`src/hw/rtl/hsv_blob_centroid_tracker_macros.svh`:
```
// Assertion macros for the HSV blob centroid tracker.
// Included by the top level; depends on nothing else.
`ifndef HSV_BLOB_CENTROID_TRACKER_MACROS_SVH
`define HSV_BLOB_CENTROID_TRACKER_MACROS_SVH

`ifndef NO_ASSERTIONS
`define HBCT_ASSERT_IMP(name, clk, rst_n, ante, cons) \
    name: assert property (@(posedge clk) disable iff (!rst_n) (ante) |-> (cons)) \
        else $error("hbct: implication check failed");
`define HBCT_ASSERT_NEXT(name, clk, rst_n, ante, cons) \
    name: assert property (@(posedge clk) disable iff (!rst_n) (ante) |=> (cons)) \
        else $error("hbct: next-cycle check failed");
`else
`define HBCT_ASSERT_IMP(name, clk, rst_n, ante, cons)
`define HBCT_ASSERT_NEXT(name, clk, rst_n, ante, cons)
`endif

`endif

```
`src/hw/rtl/hbct_pkg.sv`:
```
// Shared types and constants of the HSV blob centroid tracker.
// Used by the controller, the datapath and the top level; depends on nothing.
package hbct_pkg;

    localparam int COUNT_W = 21;
    localparam int SUM_W   = 31;
    localparam int QUO_W   = 10;
    localparam int WIN_W   = 9;
    localparam int COORD_W = 10;
    localparam int OFS_W   = 11;
    localparam int STEP_W  = 4;

    localparam logic [COUNT_W-1:0] COUNT_MAX = '1;

    localparam logic [WIN_W-1:0]   HUE_LOW_RST     = 9'd11;
    localparam logic [WIN_W-1:0]   HUE_HIGH_RST    = 9'd37;
    localparam logic [WIN_W-1:0]   SAT_LOW_RST     = 9'd75;
    localparam logic [WIN_W-1:0]   SAT_HIGH_RST    = 9'd188;
    localparam logic [WIN_W-1:0]   BRIGHT_LOW_RST  = 9'd202;
    localparam logic [WIN_W-1:0]   BRIGHT_HIGH_RST = 9'd256;
    localparam logic [COORD_W-1:0] AIM_COLUMN_RST  = 10'd350;
    localparam logic [COORD_W-1:0] AIM_ROW_RST     = 10'd230;

    typedef enum logic [2:0] {
        REG_HUE_LOW     = 3'd0,
        REG_HUE_HIGH    = 3'd1,
        REG_SAT_LOW     = 3'd2,
        REG_SAT_HIGH    = 3'd3,
        REG_BRIGHT_LOW  = 3'd4,
        REG_BRIGHT_HIGH = 3'd5,
        REG_AIM_COLUMN  = 3'd6,
        REG_AIM_ROW     = 3'd7
    } reg_idx_t;

    localparam logic KIND_MASK    = 1'b0;
    localparam logic KIND_SUMMARY = 1'b1;

    localparam logic [1:0] DIR_NONE  = 2'd0;
    localparam logic [1:0] DIR_POS   = 2'd1;
    localparam logic [1:0] DIR_NEG   = 2'd2;

    typedef enum logic [1:0] {
        ST_IDLE = 2'd0,
        ST_LOAD = 2'd1,
        ST_DIV  = 2'd2,
        ST_EMIT = 2'd3
    } state_t;

    typedef struct packed {
        logic [WIN_W-1:0]   hue_low;
        logic [WIN_W-1:0]   hue_high;
        logic [WIN_W-1:0]   sat_low;
        logic [WIN_W-1:0]   sat_high;
        logic [WIN_W-1:0]   bright_low;
        logic [WIN_W-1:0]   bright_high;
        logic [COORD_W-1:0] aim_column;
        logic [COORD_W-1:0] aim_row;
    } cfg_t;

    typedef struct packed {
        logic accept;
        logic load_div;
        logic div_step;
        logic emit;
    } cmd_t;

    typedef struct packed {
        logic div_last;
    } status_t;

endpackage

```
`src/hw/rtl/hsv_blob_centroid_tracker.sv`:
```
// Latency: a mask result is registered and valid in the cycle after its pixel is accepted; the
// frame summary follows the frame-end pixel through the load, 10-step divide and emit states.
// Throughput: one pixel per cycle while results are taken; a frame-end pixel holds
// the input through the load, the 10-step restoring divide and the emit of the summary.
// Reset: synchronous, active low; config registers return to defaults, sums and count clear.
// Depends on hbct_pkg, hbct_ctrl, hbct_datapath and the assertion macro header.
`include "hsv_blob_centroid_tracker_macros.svh"

module hsv_blob_centroid_tracker #(
    parameter int MAX_DIM    = 1024,
    parameter int MIN_PIXELS = 100
) (
    input  logic                          aclk,
    input  logic                          aresetn,
    input  logic                          psel,
    input  logic                          penable,
    input  logic                          pwrite,
    input  logic [4:0]                    paddr,
    input  logic [31:0]                   pwdata,
    output logic [31:0]                   prdata,
    output logic                          pready,
    input  logic                          s_valid,
    output logic                          s_ready,
    input  logic [7:0]                    s_hue,
    input  logic [7:0]                    s_saturation,
    input  logic [7:0]                    s_brightness,
    input  logic [hbct_pkg::COORD_W-1:0]  s_column,
    input  logic [hbct_pkg::COORD_W-1:0]  s_row,
    input  logic                          s_frame_end,
    output logic                          m_valid,
    input  logic                          m_ready,
    output logic                          m_item_kind,
    output logic                          m_mask_bit,
    output logic                          m_object_found,
    output logic signed [hbct_pkg::OFS_W-1:0] m_offset_x,
    output logic signed [hbct_pkg::OFS_W-1:0] m_offset_y,
    output logic [1:0]                    m_pan_command,
    output logic [1:0]                    m_tilt_command,
    output logic                          m_last_of_run
);

    hbct_pkg::cfg_t     cfg_reg;
    hbct_pkg::reg_idx_t reg_idx;
    hbct_pkg::cmd_t     cmd;
    hbct_pkg::status_t  status;
    logic               cfg_write;

    assign pready    = 1'b1;
    assign reg_idx   = hbct_pkg::reg_idx_t'(paddr[4:2]);
    assign cfg_write = psel && penable && pwrite && pready;

    always_ff @(posedge aclk) begin
        if (!aresetn) begin
            cfg_reg.hue_low     <= hbct_pkg::HUE_LOW_RST;
            cfg_reg.hue_high    <= hbct_pkg::HUE_HIGH_RST;
            cfg_reg.sat_low     <= hbct_pkg::SAT_LOW_RST;
            cfg_reg.sat_high    <= hbct_pkg::SAT_HIGH_RST;
            cfg_reg.bright_low  <= hbct_pkg::BRIGHT_LOW_RST;
            cfg_reg.bright_high <= hbct_pkg::BRIGHT_HIGH_RST;
            cfg_reg.aim_column  <= hbct_pkg::AIM_COLUMN_RST;
            cfg_reg.aim_row     <= hbct_pkg::AIM_ROW_RST;
        end else if (cfg_write) begin
            case (reg_idx)
                hbct_pkg::REG_HUE_LOW:     cfg_reg.hue_low     <= pwdata[8:0];
                hbct_pkg::REG_HUE_HIGH:    cfg_reg.hue_high    <= pwdata[8:0];
                hbct_pkg::REG_SAT_LOW:     cfg_reg.sat_low     <= pwdata[8:0];
                hbct_pkg::REG_SAT_HIGH:    cfg_reg.sat_high    <= pwdata[8:0];
                hbct_pkg::REG_BRIGHT_LOW:  cfg_reg.bright_low  <= pwdata[8:0];
                hbct_pkg::REG_BRIGHT_HIGH: cfg_reg.bright_high <= pwdata[8:0];
                hbct_pkg::REG_AIM_COLUMN:  cfg_reg.aim_column  <= pwdata[9:0];
                hbct_pkg::REG_AIM_ROW:     cfg_reg.aim_row     <= pwdata[9:0];
                default: begin
                end
            endcase
        end
    end

    always_comb begin
        case (reg_idx)
            hbct_pkg::REG_HUE_LOW:     prdata = 32'(cfg_reg.hue_low);
            hbct_pkg::REG_HUE_HIGH:    prdata = 32'(cfg_reg.hue_high);
            hbct_pkg::REG_SAT_LOW:     prdata = 32'(cfg_reg.sat_low);
            hbct_pkg::REG_SAT_HIGH:    prdata = 32'(cfg_reg.sat_high);
            hbct_pkg::REG_BRIGHT_LOW:  prdata = 32'(cfg_reg.bright_low);
            hbct_pkg::REG_BRIGHT_HIGH: prdata = 32'(cfg_reg.bright_high);
            hbct_pkg::REG_AIM_COLUMN:  prdata = 32'(cfg_reg.aim_column);
            hbct_pkg::REG_AIM_ROW:     prdata = 32'(cfg_reg.aim_row);
            default:                   prdata = '0;
        endcase
    end

    hbct_ctrl u_ctrl (
        .aclk        (aclk),
        .aresetn     (aresetn),
        .s_valid     (s_valid),
        .s_ready     (s_ready),
        .s_frame_end (s_frame_end),
        .m_valid     (m_valid),
        .m_ready     (m_ready),
        .cmd         (cmd),
        .status      (status)
    );

    hbct_datapath #(
        .MAX_DIM    (MAX_DIM),
        .MIN_PIXELS (MIN_PIXELS)
    ) u_datapath (
        .aclk           (aclk),
        .aresetn        (aresetn),
        .cmd            (cmd),
        .status         (status),
        .cfg            (cfg_reg),
        .s_hue          (s_hue),
        .s_saturation   (s_saturation),
        .s_brightness   (s_brightness),
        .s_column       (s_column),
        .s_row          (s_row),
        .s_frame_end    (s_frame_end),
        .m_item_kind    (m_item_kind),
        .m_mask_bit     (m_mask_bit),
        .m_object_found (m_object_found),
        .m_offset_x     (m_offset_x),
        .m_offset_y     (m_offset_y),
        .m_pan_command  (m_pan_command),
        .m_tilt_command (m_tilt_command),
        .m_last_of_run  (m_last_of_run)
    );

    `HBCT_ASSERT_NEXT(a_frame_end_blocks_input, aclk, aresetn, s_valid && s_ready && s_frame_end, !s_ready)
    `HBCT_ASSERT_IMP(a_summary_is_last, aclk, aresetn, m_valid && m_item_kind == hbct_pkg::KIND_SUMMARY, m_last_of_run && !m_mask_bit)
    `HBCT_ASSERT_IMP(a_mask_no_summary_fields, aclk, aresetn, m_valid && m_item_kind == hbct_pkg::KIND_MASK, !m_object_found && m_pan_command == hbct_pkg::DIR_NONE && m_tilt_command == hbct_pkg::DIR_NONE)
    `HBCT_ASSERT_IMP(a_pan_needs_object, aclk, aresetn, m_valid && m_pan_command != hbct_pkg::DIR_NONE, m_object_found)

endmodule

```
`src/hw/rtl/hbct_datapath.sv`:
```
// Datapath of the HSV blob centroid tracker: window match, accumulators,
// two-lane restoring divider and output register. Depends on hbct_pkg.
module hbct_datapath #(
    parameter int MAX_DIM    = 1024,
    parameter int MIN_PIXELS = 100
) (
    input  logic                          aclk,
    input  logic                          aresetn,
    input  hbct_pkg::cmd_t                cmd,
    output hbct_pkg::status_t             status,
    input  hbct_pkg::cfg_t                cfg,
    input  logic [7:0]                    s_hue,
    input  logic [7:0]                    s_saturation,
    input  logic [7:0]                    s_brightness,
    input  logic [hbct_pkg::COORD_W-1:0]  s_column,
    input  logic [hbct_pkg::COORD_W-1:0]  s_row,
    input  logic                          s_frame_end,
    output logic                          m_item_kind,
    output logic                          m_mask_bit,
    output logic                          m_object_found,
    output logic signed [hbct_pkg::OFS_W-1:0] m_offset_x,
    output logic signed [hbct_pkg::OFS_W-1:0] m_offset_y,
    output logic [1:0]                    m_pan_command,
    output logic [1:0]                    m_tilt_command,
    output logic                          m_last_of_run
);

    localparam logic [12:0] DIM_LIMIT = 13'(MAX_DIM);
    localparam logic [hbct_pkg::COUNT_W-1:0] MIN_COUNT = hbct_pkg::COUNT_W'(MIN_PIXELS);
    localparam int DVS_W = hbct_pkg::COUNT_W + hbct_pkg::QUO_W - 1;

    logic [hbct_pkg::COUNT_W-1:0] count_reg, count_next;
    logic [hbct_pkg::SUM_W-1:0]   col_sum_reg, col_sum_next;
    logic [hbct_pkg::SUM_W-1:0]   row_sum_reg, row_sum_next;

    logic [hbct_pkg::COUNT_W-1:0] div_count_reg;
    logic [DVS_W-1:0]             dvs_reg;
    logic [hbct_pkg::SUM_W-1:0]   col_rem_reg, row_rem_reg;
    logic [hbct_pkg::QUO_W-1:0]   col_quo_reg, row_quo_reg;
    logic [hbct_pkg::STEP_W-1:0]  step_reg;

    logic item_kind_reg, mask_bit_reg, found_reg, last_reg;
    logic [hbct_pkg::OFS_W-1:0] offset_x_reg, offset_y_reg;
    logic [1:0] pan_reg, tilt_reg;

    logic match;
    logic col_ge, row_ge;
    logic [hbct_pkg::SUM_W-1:0] dvs_ext;
    logic found;
    logic [hbct_pkg::OFS_W-1:0] ofs_x, ofs_y;

    assign match = ({1'b0, s_hue} >= cfg.hue_low) && ({1'b0, s_hue} <= cfg.hue_high)
        && ({1'b0, s_saturation} >= cfg.sat_low) && ({1'b0, s_saturation} <= cfg.sat_high)
        && ({1'b0, s_brightness} >= cfg.bright_low)
        && ({1'b0, s_brightness} <= cfg.bright_high)
        && ({3'b0, s_column} < DIM_LIMIT) && ({3'b0, s_row} < DIM_LIMIT);

    assign dvs_ext = {1'b0, dvs_reg};
    assign col_ge  = col_rem_reg >= dvs_ext;
    assign row_ge  = row_rem_reg >= dvs_ext;
    assign status.div_last = (step_reg == '0);

    assign found = div_count_reg > MIN_COUNT;
    assign ofs_x = {1'b0, cfg.aim_column} - {1'b0, col_quo_reg};
    assign ofs_y = {1'b0, cfg.aim_row} - {1'b0, row_quo_reg};

    always_comb begin
        count_next   = count_reg;
        col_sum_next = col_sum_reg;
        row_sum_next = row_sum_reg;
        if (cmd.accept && match && count_reg != hbct_pkg::COUNT_MAX) begin
            count_next   = count_reg + 1'b1;
            col_sum_next = col_sum_reg + hbct_pkg::SUM_W'(s_column);
            row_sum_next = row_sum_reg + hbct_pkg::SUM_W'(s_row);
        end else if (cmd.load_div) begin
            count_next   = '0;
            col_sum_next = '0;
            row_sum_next = '0;
        end
    end

    always_ff @(posedge aclk) begin
        if (!aresetn) begin
            count_reg   <= '0;
            col_sum_reg <= '0;
            row_sum_reg <= '0;
        end else begin
            count_reg   <= count_next;
            col_sum_reg <= col_sum_next;
            row_sum_reg <= row_sum_next;
        end
    end

    always_ff @(posedge aclk) begin
        if (cmd.load_div) begin
            div_count_reg <= count_reg;
            dvs_reg       <= {count_reg, {(hbct_pkg::QUO_W-1){1'b0}}};
            col_rem_reg   <= col_sum_reg;
            row_rem_reg   <= row_sum_reg;
            col_quo_reg   <= '0;
            row_quo_reg   <= '0;
            step_reg      <= hbct_pkg::STEP_W'(hbct_pkg::QUO_W - 1);
        end else if (cmd.div_step) begin
            if (col_ge) begin
                col_rem_reg <= col_rem_reg - dvs_ext;
            end
            if (row_ge) begin
                row_rem_reg <= row_rem_reg - dvs_ext;
            end
            col_quo_reg <= {col_quo_reg[hbct_pkg::QUO_W-2:0], col_ge};
            row_quo_reg <= {row_quo_reg[hbct_pkg::QUO_W-2:0], row_ge};
            dvs_reg     <= dvs_reg >> 1;
            step_reg    <= step_reg - 1'b1;
        end
    end

    always_ff @(posedge aclk) begin
        if (cmd.accept) begin
            item_kind_reg <= hbct_pkg::KIND_MASK;
            mask_bit_reg  <= match;
            found_reg     <= 1'b0;
            offset_x_reg  <= '0;
            offset_y_reg  <= '0;
            pan_reg       <= hbct_pkg::DIR_NONE;
            tilt_reg      <= hbct_pkg::DIR_NONE;
            last_reg      <= !s_frame_end;
        end else if (cmd.emit) begin
            item_kind_reg <= hbct_pkg::KIND_SUMMARY;
            mask_bit_reg  <= 1'b0;
            found_reg     <= found;
            last_reg      <= 1'b1;
            if (found) begin
                offset_x_reg <= ofs_x;
                offset_y_reg <= ofs_y;
                pan_reg  <= ofs_x[hbct_pkg::OFS_W-1] ? hbct_pkg::DIR_NEG :
                            (ofs_x != '0) ? hbct_pkg::DIR_POS : hbct_pkg::DIR_NONE;
                tilt_reg <= ofs_y[hbct_pkg::OFS_W-1] ? hbct_pkg::DIR_NEG :
                            (ofs_y != '0) ? hbct_pkg::DIR_POS : hbct_pkg::DIR_NONE;
            end else begin
                offset_x_reg <= '0;
                offset_y_reg <= '0;
                pan_reg      <= hbct_pkg::DIR_NONE;
                tilt_reg     <= hbct_pkg::DIR_NONE;
            end
        end
    end

    assign m_item_kind    = item_kind_reg;
    assign m_mask_bit     = mask_bit_reg;
    assign m_object_found = found_reg;
    assign m_offset_x     = offset_x_reg;
    assign m_offset_y     = offset_y_reg;
    assign m_pan_command  = pan_reg;
    assign m_tilt_command = tilt_reg;
    assign m_last_of_run  = last_reg;

endmodule

```
`src/hw/rtl/hbct_ctrl.sv`:
```
// Controller of the HSV blob centroid tracker: handshakes, output valid
// and sequencing of the end-of-frame divide. Depends on hbct_pkg.
module hbct_ctrl (
    input  logic              aclk,
    input  logic              aresetn,
    input  logic              s_valid,
    output logic              s_ready,
    input  logic              s_frame_end,
    output logic              m_valid,
    input  logic              m_ready,
    output hbct_pkg::cmd_t    cmd,
    input  hbct_pkg::status_t status
);

    hbct_pkg::state_t state_reg, state_next;
    logic out_valid_reg, out_valid_next;
    logic slot_free;

    assign slot_free = !out_valid_reg || m_ready;
    assign m_valid   = out_valid_reg;

    always_ff @(posedge aclk) begin
        if (!aresetn) begin
            state_reg     <= hbct_pkg::ST_IDLE;
            out_valid_reg <= 1'b0;
        end else begin
            state_reg     <= state_next;
            out_valid_reg <= out_valid_next;
        end
    end

    always_comb begin
        state_next     = state_reg;
        out_valid_next = out_valid_reg && !m_ready;
        cmd            = '0;
        s_ready        = 1'b0;
        case (state_reg)
            hbct_pkg::ST_IDLE: begin
                s_ready = slot_free;
                if (s_valid && slot_free) begin
                    cmd.accept     = 1'b1;
                    out_valid_next = 1'b1;
                    if (s_frame_end) begin
                        state_next = hbct_pkg::ST_LOAD;
                    end
                end
            end
            hbct_pkg::ST_LOAD: begin
                cmd.load_div = 1'b1;
                state_next   = hbct_pkg::ST_DIV;
            end
            hbct_pkg::ST_DIV: begin
                cmd.div_step = 1'b1;
                if (status.div_last) begin
                    state_next = hbct_pkg::ST_EMIT;
                end
            end
            hbct_pkg::ST_EMIT: begin
                if (slot_free) begin
                    cmd.emit       = 1'b1;
                    out_valid_next = 1'b1;
                    state_next     = hbct_pkg::ST_IDLE;
                end
            end
            default: begin
                state_next = hbct_pkg::ST_IDLE;
            end
        endcase
    end

endmodule
```
`config.mk`:
```
export PLATFORM = sky130hd
export DESIGN_NAME = hsv_blob_centroid_tracker
export DESIGN_NICKNAME = d
export VERILOG_FILES = /design/src/hw/rtl/hbct_pkg.sv /design/src/hw/rtl/hsv_blob_centroid_tracker.sv /design/src/hw/rtl/hbct_datapath.sv /design/src/hw/rtl/hbct_ctrl.sv
export VERILOG_INCLUDE_DIRS = /design/src /design/src/hw/rtl
export SDC_FILE = /design/constraint.sdc
export NUM_CORES = 1
export LEC_CHECK = 0
export ABC_AREA = 1
export BUFFER_PORTS_ARGS = -buffer_cell sky130_fd_sc_hd__buf_2
export CORE_ASPECT_RATIO = 0.75
export CORE_MARGIN = 2
export CORE_UTILIZATION = 45
export DETAILED_ROUTE_END_ITERATION = 16
export HOLD_SLACK_MARGIN = 0.05
export SYNTH_ARGS = -nofsm -noshare
export SYNTH_HDL_FRONTEND = slang
export SYNTH_HIERARCHICAL = 1
export SYNTH_SLANG_ARGS = --single-unit
```
`constraint.sdc`:
```
create_clock -name aclk -period 4.3 [get_ports aclk]
set_input_delay 0.43 -clock aclk [delete_from_list [all_inputs] [get_ports aclk]]
set_output_delay 0.43 -clock aclk [all_outputs]
set_load 0.01 [all_outputs]
```
Word-level counts from Yosys, hierarchy flattened
Cells that the tools add are included.
{ "op_classes": {"n_addsub": 8, "n_reduce_logical": 36, "n_mux": 41, "bitwise_logic": 0, "magnitude_cmp": 9, "multipliers": 0, "n_div": 0, "n_shift": 0, "n_eq_ne": 15} }
{ "ops": {"columns": ["op", "count"], "rows": [
  ["31-bit 2-to-1 mux", 9],
  ["32-bit case mux with 8 select lines", 1],
  ["31-bit by 10-bit adder with 31-bit output", 2],
  ["31-bit by 30-bit greater-or-equal comparator with 1-bit output", 2],
  ["31-bit by 30-bit subtractor with 31-bit output", 2],
  ["30-bit 2-to-1 mux", 2],
  ["21-bit 2-to-1 mux", 2],
  ["8-bit by 9-bit greater-or-equal comparator with 1-bit output", 3],
  ["8-bit by 9-bit <= comparator with 1-bit output", 3],
  ["11-bit 2-to-1 mux", 2],
  ["11-bit nonzero test", 2],
  ["10-bit by 10-bit subtractor with 11-bit output", 2],
  ["21-bit by 1-bit adder with 21-bit output, second input constant", 1],
  ["21-bit by 7-bit greater-than comparator with 1-bit output, second input constant", 1],
  ["21-bit != test, second input constant", 1],
  ["2-bit AND reduction", 10],
  ["2-bit 2-to-1 mux", 8],
  ["1-bit 2-to-1 mux", 15],
  ["3-bit equality test, second input constant", 4],
  ["1-bit logical AND", 11],
  ["2-bit nonzero test", 5],
  ["2-bit case mux with 4 select lines", 1],
  ["3-bit by 2-bit equality test with 1-bit output, second input constant", 2],
  ["2-bit equality test, second input constant", 2],
  ["12 further kinds", 16]
]} }
{ "word_totals": {"mem_bits_ro": 0, "latch_bits": 0, "ff_bits": 327, "inputBits": 89, "mem_count": 0, "ram_bits": 0, "output_inout_bits": 65, "word_cells": 138} }

Longest topological paths before layout
{ "depth": {"depth_word": 9, "ltp_mapped": 17, "ltp_nobuf": 15} }

By module
Netlist, hierarchy kept.
{ "modules_own_cells": {"columns": ["module", "seq_area_each_um2", "area_per_inst_um2", "instances", "cells_each"], "rows": [
  ["hbct_datapath", 6025.8, 18992.0, 1, 2649],
  ["hsv_blob_centroid_tracker", 1481.4, 3622.2, 1, 522],
  ["hbct_ctrl", 60.1, 260.2, 1, 40]
]} }

Least setup slack after synthesis
No wires, ideal clock.
{ "synth_timing": {"path_kind": "reg2reg", "start": "reg u_ctrl.state_reg[1]", "end": "reg u_datapath.dvs_reg[10], enable pin", "required_ps": 3906, "slack_ps": 1466, "period_less_slack_ps": 2834, "arrival_ps": 2440, "stages_incl_launch_ff": 7, "cell_sequence": "dfxtp_1 inv_1 ha_1 clkbuf_1 nor2_1 clkinv_1 clkbuf_1"} }
{ "synth_lines": {"columns": ["item", "line", "source"], "rows": [
  ["start, declared", "hbct_ctrl.sv:15", "hbct_pkg::state_t state_reg, state_next;"],
  ["start signal, assigned", "hbct_ctrl.sv:24", "state_reg <= hbct_pkg::ST_IDLE;"],
  ["start signal, assigned", "hbct_ctrl.sv:27", "state_reg <= state_next;"],
  ["end signal, assigned", "hbct_datapath.sv:97", "dvs_reg <= {count_reg, {(hbct_pkg::QUO_W-1){1'b0}}};"],
  ["end signal, assigned", "hbct_datapath.sv:112", "dvs_reg <= dvs_reg >> 1;"],
  ["end, declared", "hbct_datapath.sv:37", "logic [DVS_W-1:0] dvs_reg;"]
]} }

Worst setup path after layout
{ "layout_timing": {"start": "reg u_datapath.dvs_reg[1]", "end": "reg u_datapath/col_rem_reg[3] (netlist bit), enable pin"} }
{ "layout_via": {"elab_chain_cells": 3} }
{ "layout_rtl": {"columns": ["item", "line", "source"], "rows": [
  ["31-bit by 30-bit greater-or-equal comparator with 1-bit output", "hbct_datapath.sv:59", "assign col_ge = col_rem_reg >= dvs_ext;"],
  ["2-bit nonzero test (no line)", null, null],
  ["2-bit AND reduction (no line)", null, null],
  ["end signal, assigned", "hbct_datapath.sv:98", "col_rem_reg <= col_sum_reg;"],
  ["end signal, assigned", "hbct_datapath.sv:105", "col_rem_reg <= col_rem_reg - dvs_ext;"],
  ["end, declared", "hbct_datapath.sv:38", "logic [hbct_pkg::SUM_W-1:0] col_rem_reg, row_rem_reg;"]
]} }
Every way passes these cells.
A chain may end at the register's enable or synchronous reset.

==> flow_summary.yaml <==
run_status:
  outcome: "complete, no violations"
detailed_routing:
  via_per_inst: 5.45
  highest_layer: "met4"
  dr_total_vias: 21572
  wl_met3_mm: 4.79
  met1_length_mm: 35.3
  avgRoutedWirePerCell_um: 17.8
  wirelength_mm: 70.3
  drt-pass1-iter-count: 6
  postRouteAntennaNets: 0
  met2WireLength_mm: 29.0
  drc_errors: 0
  drtIter0Drc: 1958
synth:
  yosysWarnings: 6
  ys_dominant_reg_cell: "dfxtp_1"
  synth_edf_count: 106
  synth_compound_area_share_pct: 13.1
  synth-adder-area-share_pct: 9.00
  synth_xor_area_share_pct: 2.91
  synth-simple-area-share_pct: 31.0
  synthMuxAreaShare_pct: 0
  synth_top_family_by_area: "simple AND/OR/NAND/NOR gates"
  ys_seq_area_share_pct: 33.1
  synth-seq-cells: 325
  syn_inst: 3211
  syn_area_um2: 22900
  avgSynthCellArea_um2: 7.12
  async_flop_share_pct: 0
  post_synth_num_cell_types: 53
grt:
  grt_max_degree: 85
  grt_overflow: 0
  antenna_found_initial: 0
  grt_util_all_layers_pct: 26.2
  grt_pass1_wl_mm: 109
  grt_pass1_vias: 19621
worst_setup_path:
  critPathCaptureType: "register"
  cp-start-kind: "register"
  reg2reg_from: "u_datapath/dvs_reg[1]"
  worstPathArrival_ns: 3.54
  startpoint: "u_datapath/dvs_reg[1]"
  cp_data_required_time_ns: 4.48
  timing.rr.end: "u_datapath/col_rem_reg[3]"
  worstSetupPathType: "register to register"
  rrSetupSlack_ns: 0.94
  rr_worst_depth: 13
  cp-endpoint: "u_datapath/col_rem_reg[3]"
  crit_path_max_fanout: 31
final_layout:
  layout_commonest_cell: "nand2_1"
  largest_reg_flops: 74
  drive_above_1_share_pct: 11.3
  layout_common_cells: "nand2_1, inv_1, nor2_1"
  nNetsFinal: 3524
  areaGrowthSynthToFinish_pct: 9.35
timing:
  fin_tns_setup_ns: 0
  finalSetupViolations: 0
  drv_slew: 0
  slew_headroom_pct: 38.7
  finalCritPeriodShare_pct: 78.1
  grt_setup_unrepaired: "false"
  max_freq_ghz: 0.298
  period_minus_slack_ns: 3.36
  hold_viol: 0
  skew_ns: 0.0332
  worstMarginPinSlew_ns: 0.920
  hold_slack_ns: 0.149
clock_tree:
  clock_sinks: 325
  cts_max_level: 2
  tritoncts: "done"
  cts_resized: 0
  postCtsHoldBufs: 0
  clk_pin_slew_ns: 0.06
  post-cts-setup-buffers: 0
  clockRootBuffer: "clkbuf_16"
  cts_buffer_depth: 3
  clk_latency_ns: 0.57
  cts_buffers: 38
min_path:
  min_path_type: "input port to register"
power:
  ir_worst_vdd_mv: 0.369
  power_mw: 16.2
  leakagePower_nw: 11.2
  power_density_nw_per_um2: 649
floorplanning:
  dieWidth_um: 264
  dieArea_um2: 52700
  initial_core_util_pct: 45.6
  core_um2: 50200
  rows: 71
  die_h_um: 199
  io_pins: 154
place:
  place_congestion: 0.968
  dp_hpwl_mm: 54.1
  io_buffers: 106
job:
  drv_cap: 0
## layer usage
metal / track usage (%) / vias to the layer above
met5: 0 / -
met4: 6.06 / 0
met3: 3.03 / 85
met2: 38.4 / 713
met1: 40.7 / 10108
li1: - / 10666
## cells by family (layout without fill, tap and decap cells)
family | after synthesis | count (layout)
fa+ha+maj | 161 | 161
xor+xnor | 76 | 76
compound gates | 509 | 509
buf+inv | 574 | 645
simple gates | 1564 | 1564
other cells | 2 | 24
flops | 325 | 325
## report_power, final
part	switching, mW	internal [mW]
registers	0.269	4.27
clock network	1.37	2.01
logic	5.66	2.65
## synth_stat cells, drive strengths merged, types with 6 or more instances
cell	number	area, um^2
xnor2	24	210
o21bai	16	120
fa	6	120
or2	23	144
o22ai	42	263
a21o	14	105
nor2	311	1250
edfxtp	106	3180
nand4	85	538
o211ai	9	67.6
nand2	770	2900
a31oi	9	56.3
o21ai	186	931
ha	155	1940
a21boi	11	82.6
nand3b	10	75.1
nor4	8	50.1
clkbuf	51	191
buf	73	591
xor2	52	455
nor3	42	215
a21oi	207	1260
dfxtp	219	4380
inv	447	1680
nand3	303	1840
## metrics by stage
step	area [um^2]	cells	util (%)	setup slack [ns]
detailed placement	23700	3891	47.3	0.894
finish	25000	3961	49.8	0.942
floorplan	23000	3232	-	1.47
global route	25000	3960	49.8	0.734
CTS	25000	3960	49.8	1.01
global placement	23700	3891	47.3	0.908
## final cells by class
class                   instances  area, um^2
diodes                          1        2.50
clock buffers                  54        1120
clock inverters                15         166
fillers                      5022       25200
inverters                     450        1700
multi-input cells            2333       12900
flip-flops and latches        325        7570
well taps                     657         822
repair buffers                126         693
## critical path, stage by stage, from the launching register on
cell     delay (ns)
dfxtp_1        0.42
inv_1          0.14
ha_1           0.34
nand2_1        0.06
o21ai_1        0.29
a21oi_1        0.27
o21ai_1        0.37
nand3_1        0.21
nand2_1        0.15
nand2_1        0.06
nand2_1        0.11
nand2_1        0.06
nand2_1        0.07
buf_4          0.43
## how the worst min path moves through the flow
stage | endpoint | cells past startpoint | from
final | cfg_reg[19] | 3 | pwdata[9]
after global routing | cfg_reg[19] | 3 | pwdata[9]
after CTS | cfg_reg[19] | 3 | pwdata[9]
after detailed placement | u_datapath/m_object_found | 2 | u_datapath/m_object_found
after global placement | u_datapath/m_offset_y[0] | 2 | u_datapath/m_offset_y[0]
after floorplan | u_datapath/div_count_reg[20] | 0 | u_datapath/count_reg[20]
Power figures use the tool's default switching activity.
